===== config.mk =====
export PLATFORM = sky130hd
export DESIGN_NAME = scheduled_hysteresis_thermostat
export DESIGN_NICKNAME = d
export VERILOG_FILES = /design/src/design/sht_pkg.sv /design/src/design/sht_decide.sv /design/src/design/scheduled_hysteresis_thermostat.sv
export SDC_FILE = /design/constraint.sdc
export NUM_CORES = 1
export LEC_CHECK = 0
export BUFFER_PORTS_ARGS = -buffer_cell sky130_fd_sc_hd__buf_2
export CAP_MARGIN = 20
export CELL_PAD_IN_SITES_DETAIL_PLACEMENT = 0
export CELL_PAD_IN_SITES_GLOBAL_PLACEMENT = 1
export CORE_MARGIN = 8
export CORE_UTILIZATION = 40
export DETAILED_ROUTE_END_ITERATION = 6
export PLACE_DENSITY_LB_ADDON = 0.1
export SLEW_MARGIN = 30
export SYNTH_ARGS = -nofsm -noshare
export SYNTH_HDL_FRONTEND = slang
export SYNTH_HIERARCHICAL = 1
export SYNTH_SLANG_ARGS = --single-unit

===== constraint.sdc =====
create_clock -name clk_i -period 6.55 [get_ports clk_i]
set_clock_uncertainty 0.2 [all_clocks]
set_input_delay 0.3275 -clock clk_i [delete_from_list [all_inputs] [get_ports clk_i]]
set_output_delay 0.3275 -clock clk_i [all_outputs]
set_load 0.02 [all_outputs]

===== src/design/sht_pkg.sv =====
// ----------------------------------------------------------------------------
// sht_pkg
// Shared types and constants for the scheduled hysteresis thermostat.
// ----------------------------------------------------------------------------
package sht_pkg;

  localparam int unsigned CfgAddrW = 3;
  localparam int unsigned CfgDataW = 12;

  // Register indexes on the configuration port
  localparam logic [CfgAddrW-1:0] REG_DAY_MASK       = 3'd0;
  localparam logic [CfgAddrW-1:0] REG_WINDOW_START   = 3'd1;
  localparam logic [CfgAddrW-1:0] REG_WINDOW_END     = 3'd2;
  localparam logic [CfgAddrW-1:0] REG_LOW_THRESHOLD  = 3'd3;
  localparam logic [CfgAddrW-1:0] REG_HIGH_THRESHOLD = 3'd4;

  localparam logic [6:0]  ALL_DAYS         = 7'h7F;
  localparam logic [10:0] MINUTES_PER_HOUR = 11'd60;

  localparam logic [6:0]         DAY_MASK_RST  = 7'h7F;
  localparam logic [10:0]        WINDOW_RST    = 11'd0;
  localparam logic signed [11:0] LOW_THR_RST   = 12'sd18;
  localparam logic signed [11:0] HIGH_THR_RST  = 12'sd22;

  typedef struct packed {
    logic [6:0]         day_mask;
    logic [10:0]        window_start;
    logic [10:0]        window_end;
    logic signed [11:0] low_threshold;
    logic signed [11:0] high_threshold;
  } cfg_t;

  typedef struct packed {
    logic [2:0]         weekday;
    logic [4:0]         hour_now;
    logic [5:0]         minute_now;
    logic signed [15:0] measured_value;
    logic               relay_is_on;
  } tick_t;

  typedef struct packed {
    logic command_valid;
    logic command_level;
    logic heating_active;
  } result_t;

endpackage


===== src/design/sht_decide.sv =====
// ----------------------------------------------------------------------------
// sht_decide
// Schedule and hysteresis decision for one tick; pure combinational logic.
// ----------------------------------------------------------------------------
module sht_decide (
  input  sht_pkg::cfg_t    cfg_i,
  input  sht_pkg::tick_t   tick_i,
  input  logic             flag_i,
  output sht_pkg::result_t res_o
);

  logic               enabled;
  logic [10:0]        minute_of_day;
  logic               in_window;
  logic               window_fwd;
  logic signed [15:0] lo_level;
  logic signed [15:0] hi_level;
  logic [2:0]         day_idx;

  assign day_idx = tick_i.weekday - 3'd1;

  always_comb begin
    if (cfg_i.day_mask == sht_pkg::ALL_DAYS) begin
      enabled = 1'b1;
    end else if (tick_i.weekday != 3'd0) begin
      enabled = cfg_i.day_mask[day_idx];
    end else begin
      enabled = 1'b0;
    end
  end

  // hour * 60 + minute, at most 1923
  assign minute_of_day = 11'(tick_i.hour_now) * sht_pkg::MINUTES_PER_HOUR
                         + 11'(tick_i.minute_now);

  assign window_fwd = cfg_i.window_start < cfg_i.window_end;

  always_comb begin
    if (cfg_i.window_start == cfg_i.window_end) begin
      in_window = 1'b1;
    end else if (window_fwd) begin
      in_window = (minute_of_day >= cfg_i.window_start) &&
                  (minute_of_day <= cfg_i.window_end);
    end else begin
      in_window = (minute_of_day >= cfg_i.window_start) ||
                  (minute_of_day <= cfg_i.window_end);
    end
  end

  // thresholds are whole degrees, the measurement is in sixteenths
  assign lo_level = {cfg_i.low_threshold, 4'b0000};
  assign hi_level = {cfg_i.high_threshold, 4'b0000};

  always_comb begin
    res_o.command_valid  = 1'b0;
    res_o.command_level  = 1'b0;
    res_o.heating_active = flag_i;
    if (enabled) begin
      if (in_window) begin
        if (tick_i.measured_value < lo_level) begin
          if (!tick_i.relay_is_on) begin
            res_o.command_valid  = 1'b1;
            res_o.command_level  = 1'b1;
            res_o.heating_active = 1'b1;
          end
        end else if (tick_i.measured_value > hi_level) begin
          if (tick_i.relay_is_on) begin
            res_o.command_valid  = 1'b1;
            res_o.heating_active = 1'b0;
          end
        end
      end else if (window_fwd && flag_i && tick_i.relay_is_on) begin
        // outside a daytime window: drop heating we started
        res_o.command_valid  = 1'b1;
        res_o.heating_active = 1'b0;
      end
    end
  end

endmodule


===== src/design/scheduled_hysteresis_thermostat.sv =====
// ----------------------------------------------------------------------------
// scheduled_hysteresis_thermostat
// Weekly-scheduled hysteresis control of a heating relay, one result per tick.
// ----------------------------------------------------------------------------
// Each input transfer yields exactly one output transfer, through the input
// register and then the result register. A new tick is accepted every cycle
// unless the output stalls; the heating flag is updated in the same cycle that
// loads the result register, so each tick sees the flag left by the one before
// it. Configuration writes take effect at the next clock edge; the user must
// make them while no tick is in flight, which the block does not enforce.
module scheduled_hysteresis_thermostat (
  input  logic                          clk_i,
  input  logic                          rst_ni,
  // configuration
  input  logic                          cfg_we_i,
  input  logic [sht_pkg::CfgAddrW-1:0]  cfg_addr_i,
  input  logic [sht_pkg::CfgDataW-1:0]  cfg_data_i,
  // ticks in
  input  logic                          s_axis_tvalid_i,
  output logic                          s_axis_tready_o,
  // [2:0] weekday, [7:3] hour_now, [13:8] minute_now, [29:14] measured_value,
  // [30] relay_is_on, [31] zero
  input  logic [31:0]                   s_axis_tdata_i,
  // results out
  output logic                          m_axis_tvalid_o,
  input  logic                          m_axis_tready_i,
  // [0] command_valid, [1] command_level, [2] heating_active, [7:3] zero
  output logic [7:0]                    m_axis_tdata_o
);

  sht_pkg::cfg_t    cfg_q;
  sht_pkg::tick_t   tick_q;
  logic             in_valid_q;
  logic             out_valid_q;
  sht_pkg::result_t res_d;
  sht_pkg::result_t res_q;
  logic             flag_q;
  logic             advance;

  // ---- configuration registers
  always_ff @(posedge clk_i or negedge rst_ni) begin
    if (!rst_ni) begin
      cfg_q.day_mask       <= sht_pkg::DAY_MASK_RST;
      cfg_q.window_start   <= sht_pkg::WINDOW_RST;
      cfg_q.window_end     <= sht_pkg::WINDOW_RST;
      cfg_q.low_threshold  <= sht_pkg::LOW_THR_RST;
      cfg_q.high_threshold <= sht_pkg::HIGH_THR_RST;
    end else if (cfg_we_i) begin
      case (cfg_addr_i)
        sht_pkg::REG_DAY_MASK:       cfg_q.day_mask       <= cfg_data_i[6:0];
        sht_pkg::REG_WINDOW_START:   cfg_q.window_start   <= cfg_data_i[10:0];
        sht_pkg::REG_WINDOW_END:     cfg_q.window_end     <= cfg_data_i[10:0];
        sht_pkg::REG_LOW_THRESHOLD:  cfg_q.low_threshold  <= cfg_data_i;
        sht_pkg::REG_HIGH_THRESHOLD: cfg_q.high_threshold <= cfg_data_i;
        default: ;
      endcase
    end
  end

  // ---- handshake: advance when the result register is free or drains
  assign advance         = in_valid_q && (!out_valid_q || m_axis_tready_i);
  assign s_axis_tready_o = !in_valid_q || advance;

  always_ff @(posedge clk_i or negedge rst_ni) begin
    if (!rst_ni) begin
      in_valid_q <= 1'b0;
    end else if (s_axis_tready_o) begin
      in_valid_q <= s_axis_tvalid_i;
    end
  end

  always_ff @(posedge clk_i) begin
    if (s_axis_tready_o && s_axis_tvalid_i) begin
      tick_q.weekday        <= s_axis_tdata_i[2:0];
      tick_q.hour_now       <= s_axis_tdata_i[7:3];
      tick_q.minute_now     <= s_axis_tdata_i[13:8];
      tick_q.measured_value <= s_axis_tdata_i[29:14];
      tick_q.relay_is_on    <= s_axis_tdata_i[30];
    end
  end

  sht_decide u_decide (
    .cfg_i  (cfg_q),
    .tick_i (tick_q),
    .flag_i (flag_q),
    .res_o  (res_d)
  );

  always_ff @(posedge clk_i or negedge rst_ni) begin
    if (!rst_ni) begin
      out_valid_q <= 1'b0;
      flag_q      <= 1'b0;
    end else begin
      if (advance) begin
        out_valid_q <= 1'b1;
        flag_q      <= res_d.heating_active;
      end else if (m_axis_tready_i) begin
        out_valid_q <= 1'b0;
      end
    end
  end

  always_ff @(posedge clk_i) begin
    if (advance) begin
      res_q <= res_d;
    end
  end

  assign m_axis_tvalid_o = out_valid_q;
  assign m_axis_tdata_o  = {5'b00000, res_q.heating_active, res_q.command_level,
                            res_q.command_valid};

  // ---- checks
  a_flag_matches_result: assert property (@(posedge clk_i) disable iff (!rst_ni)
    advance |=> (flag_q == res_q.heating_active))
    else $error("heating flag differs from the reported heating_active");

  a_no_on_with_relay_on: assert property (@(posedge clk_i) disable iff (!rst_ni)
    (advance && tick_q.relay_is_on) |=> !(res_q.command_valid && res_q.command_level))
    else $error("on command issued while relay already on");

  a_tick_held: assert property (@(posedge clk_i) disable iff (!rst_ni)
    (in_valid_q && !advance) |=> in_valid_q)
    else $error("stalled tick dropped from input register");

  a_flag_change_commanded: assert property (@(posedge clk_i) disable iff (!rst_ni)
    (advance && (res_d.heating_active != flag_q)) |-> res_d.command_valid)
    else $error("heating flag changed without a command");

endmodule


Yosys cells after proc, flatten, opt, wreduce, memory -nomap -nowiden

Index checks and enable logic that the tools add are counted.

Bits in registers: 90
Output and inout port bits: 10

Add/sub/neg operators: 2
Multipliers: 1
$lt $le $gt $ge: 6
Eq/ne operators: 6
Multiplexer cells: 20
Reduce and logical (&&, ||, !) cells: 19

Operators by type and width:

| operator                                           | number |
|---|---|
| two-way mux 1 bit                                  | 18 |
| > comparator 16 bit                                | 1 |
| < comparator 16 bit                                | 1 |
| adder 11 x 6 -> 11 bit                             | 1 |
| == test 11 bit                                     | 1 |
| >= comparator 11 bit                               | 1 |
| less-or-equal comparator 11 bit                    | 1 |
| < comparator 11 bit                                | 1 |
| AND reduction 2 bit                                | 5 |
| multiplier 5 x 4 -> 9 bit, second input constant   | 1 |
| == test 7 bit, second input constant               | 1 |
| == test 3 x 2 -> 1 bit, second input constant      | 2 |
| logical AND 1 bit                                  | 5 |
| < comparator 3 x 4 -> 1 bit, second input constant | 1 |
| binary-select mux 1 bit (select 3 bit)             | 1 |
| == test 3 x 1 -> 1 bit, second input constant      | 1 |
| == test 3 bit, second input constant               | 1 |
| zero test 3 bit                                    | 1 |
| logical OR 1 bit                                   | 3 |
| two-way mux 3 bit                                  | 1 |
| AND reduction 3 bit                                | 1 |
| nonzero test 3 bit                                 | 1 |
| subtractor 3 x 1 -> 3 bit, second input constant   | 1 |
| zero test 1 bit                                    | 2 |
| nonzero test 2 bit                                 | 1 |

Logic depth before layout (Yosys ltp)

Depth in word-level cells: 8
Depth in mapped cells: 21

Hierarchy

The synthesis kept the hierarchy.

By module, submodules not included:

| module                          | instances | cells each | area an instance (µm²) |
|---|---|---|---|
| scheduled_hysteresis_thermostat | 1         | 166        | 3234.4 |
| sht_decide                      | 1         | 292        | 2265.9 |

Worst setup path after synthesis

Ideal clock, no wire load.

Kind: flip-flop to flip-flop
Start: reg tick_q[23] (netlist bit)
End: reg flag_q
Arrival time: 4.459 ns
Data required time: 6.285 ns
Path slack: 1.827 ns
Stages on the path, launching flop included: 21
Path buffers: 0
Clock period less this slack: 4.723 ns
Path through: edfxtp_1 -> fa_1 -> inv_1 -> fa_1 -> inv_1 -> fa_1 -> ha_1 -> o21ai_0 -> nand2b_1 -> nand3_1 -> nor3_1 -> xnor2_1 -> ha_1 -> nand2_1 -> nor2_1 -> a211oi_1 -> o31a_2 -> nor2_1 -> o41a_1 -> o21ai_0 -> mux2_2

RTL lines:

| what                 | RTL line                              | RTL |
|---|---|---|
| start, declared      | scheduled_hysteresis_thermostat.sv:32 | `sht_pkg::tick_t tick_q;` |
| end signal, assigned | scheduled_hysteresis_thermostat.sv:96 | `flag_q <= res_d.heating_active;` |
| end, declared        | scheduled_hysteresis_thermostat.sv:37 | `logic flag_q;` |

==> key figures <==
Outcome
  • Status: finished, final reports clean

Yosys
  • Synth warn: 6
  • Number of synthesized flops with an enable pin: 34
  • Top_reg_cell synth: dfrtp_1
  • Post-synthesis sequential area ratio: 44.3%
  • Top-count cell post-synth: ha_1
  • Synth top area cells: dfrtp_1 20%, edfxtp_1 19%, ha_1 17%
  • Yosys cell types: 56
  • Post-synth top cells: 74 x ha_1, 73 x inv_1, 54 x mux2_2
  • Synthesized cell area: 5500 um2
  • Post-synthesis async set-or-reset flop share: slightly above 60%
  • Synthesized flop and latch total: 90
  • Syn Area/Cell: ~12 um2
  • Yosys top cell by area: dfrtp_1
  • Synth Instances: 458
  • Yosys top cell area share: 20.0%

Clock tree
  • Clock root buffer master: clkbuf_16
  • Worst skew pair latency: about 0.35 ns
  • H-Tree Level Count: 3
  • Clock Tree Buf Depth: 2
  • Setup bufs post-CTS: 0
  • Clock-pin slew of the registers on the worst-case setup and hold paths: about 0.070 ns
  • CTS Buf Count: 9
  • CTS tree: built
  • CTS sink cnt: 90

Global routing
  • Number of global-route vias before repair: roughly 4k
  • First-pass GRT wire length: between 15 and 20 mm
  • Congestion Overflow GR: 0
  • Global Route Usage Sum: 13.7%
  • Antenna violations before repair: 0
  • Largest net degree at the start of global routing: 57

Floorplan
  • Horiz. Die Dim: 133 um
  • Total core area: around 14000 um2
  • Die area: approximately 18000 um2
  • Die height: 133 um
  • I/O pin count: between 60 and 70
  • Initial core utilization: 40.2%
  • Row count: between 40 and 50

Routing
  • Drt wl/cell: 15.6 um
  • DR iter-0 viols: 97
  • Via Count: 3639
  • Total Wirelength: 11.5 mm
  • Drt pass-1 iters: 4
  • Remaining DRCs: 0
  • Via/cell ratio: roughly 4.9
  • Post-route ant nets: 0

STA
  • Setup_tns: 0 ns
  • Fin crit share: about four fifths
  • Final setup vio count: 0
  • Slew @ Worst Pin: 0.813 ns
  • Final count of pins violating max slew: 0
  • Fin. Hold Viols: 0
  • Final worst path period need: roughly 5.2 ns
  • Hold slack: a little under 0.05 ns
  • RSZ-0062 raised after global routing: no
  • Rel. slew slack: a little under half
  • Final WS setup: 1.33 ns
  • FMAX: between 0.15 and 0.2 GHz

Setup path
  • Critical path class: reg -> reg
  • Crit path max-delay cell type: fa_1
  • CP max FO: 3
  • Worst path required time: roughly 6.6 ns
  • CP dominant cell by count: fa_1
  • Worst-path cell chain: fa_1 -> inv_1 -> fa_1 -> inv_1 -> fa_1 -> ha_1 -> o21ai_0 -> nand2b_1 -> nand3_1 -> nor3_1 -> xnor2_1 -> ha_1 -> nand2_1 -> nor2_1 -> a211oi_1 -> o31a_2 -> nor2_1 -> o41a_1 -> o21ai_0 -> mux2_2
  • Buf+Inv Stages, Crit Path: 2
  • Max stage delay on crit path: approximately 0.58 ns
  • Crit path arrival time: 5.31 ns
  • Reg2Reg Setup Slack: about 1.3 ns
  • CP Capture Type: flip-flop
  • Critical Path Source Type: flip-flop
  • CP top delay family: adder cells

Placement
  • Placed cell areas: between 5000 and 6000 um2
  • Setup WS pre-CTS: 1.32 ns
  • DP Wirelength: roughly 9 mm
  • Final Wtd Congestion: around 0.75
  • Port-buffer cells: 55

Run
  • Maximum Capacitance Violations: 0

Finish
  • Final Cell Area: 6590 um2
  • N_diodes: 0
  • Fraction of layout cells with a size suffix above 1: between 20% and 30%
  • Synth-to-layout area growth: 19.9%
  • Nets: 688

Pwr
  • VDD IR-drop max: approximately 0.16 mV
  • Total Power: approximately 2.0 mW
  • Pwr dens: 311 nW/um2
  • Static leakage: around 3.1 nW

Hold path
  • Worst Hold Class: in -> reg
-- layout make-up --
cell class,instances,area [um2]
timing repair buffer,90,621
sequential,90,2440
clock buffer,10,229
tap,180,225
clock inverter,6,72.6
multi-input combinational,290,2740
fill,1306,7070
inverter,73,274
-- power breakdown --
| part | internal, mW | total, mW | switching, mW | leakage (nW) |
|---|---|---|---|---|
| Clock | 0.302 | 0.535 | 0.234 | 0.149 |
| Sequential | 0.699 | 0.757 | 0.0576 | 0.978 |
| Combinational | 0.356 | 0.756 | 0.401 | 1.95 |
-- through the flow --
| stage | cells | util (%) |
|---|---|---|
| finish | 739 | 48.3 |
| global route | 739 | 48.3 |
| CTS | 739 | 48.3 |
| detailed placement | 690 | 43.6 |
| global placement | 690 | 43.6 |
| floorplan | 462 | - |
-- path summary, 6_finish.rpt --
path | startpoint | endpoint | cells past startpoint
max | tick_q[23] | flag_q | 20
min | cfg_data_i[11] | cfg_q[11] | 2
max reg2reg | tick_q[23] | flag_q | 20
min reg2reg | in_valid_q | m_axis_tvalid_o | 1
max in group asynchronous | rst_ni | cfg_q[14] | 3
min in group asynchronous | rst_ni | cfg_q[20] | 3
-- placed cells by master, fill, tap and decap left out, types with 8 or more instances in the layout --
cell type,instances
edfxtp_1,34
dfrtp_1,44
inv_1,73
nor2_1,13
mux2_2,54
nand4_1,8
dlygate4sd3_1,33
a21oi_1,21
o21ai_0,10
fa_1,8
clkbuf_16,9
buf_2,55
ha_1,74
dfstp_2,12
nand2_1,9
-- layer usage --
layer  share of wire [%]  global-route usage [%]  vias up  wire length, um
met2                  45                    21.4       58             5200
met3                 3.0                    2.75       10              344
li1                    -                       -     1801                -
met4                 1.6                    5.93        0              180
met1                  50                    18.1     1770             5820
met5                   0                       0        -                0
-- state kept, by name (all words and copies together) (netlist names) --
name,flops
tick_q,31
cfg_q,53
in_valid_q,1
m_axis_tdata_o,3
m_axis_tvalid_o,1
flag_q,1
-- cell families (layout without fill, tap and decap cells) --
kind of cell | count (synthesis) | in the layout | share of synthesized area, %
xor gates and xnor gates | 12 | 12 | 1.91
adders and majority gates | 83 | 83 | 19.9
DFF | 90 | 90 | 44.3
and+or+nand+nor | 70 | 70 | 8.03
AOI/OAI and AO/OA | 63 | 63 | 7.58
other | 1 | 5 | 0.0682
buffers and inverters | 82 | 179 | 6.35
muxes | 57 | 57 | 11.8
-- what timing repair did --
item | 4_1_cts | 5_1_grt
setup endpoints to repair | 0 | 0
hold endpoints to repair | 76 | 0
hold buffers | 33 | 0
resized for setup | 0 | 0
Power figures use the tool's default switching activity.
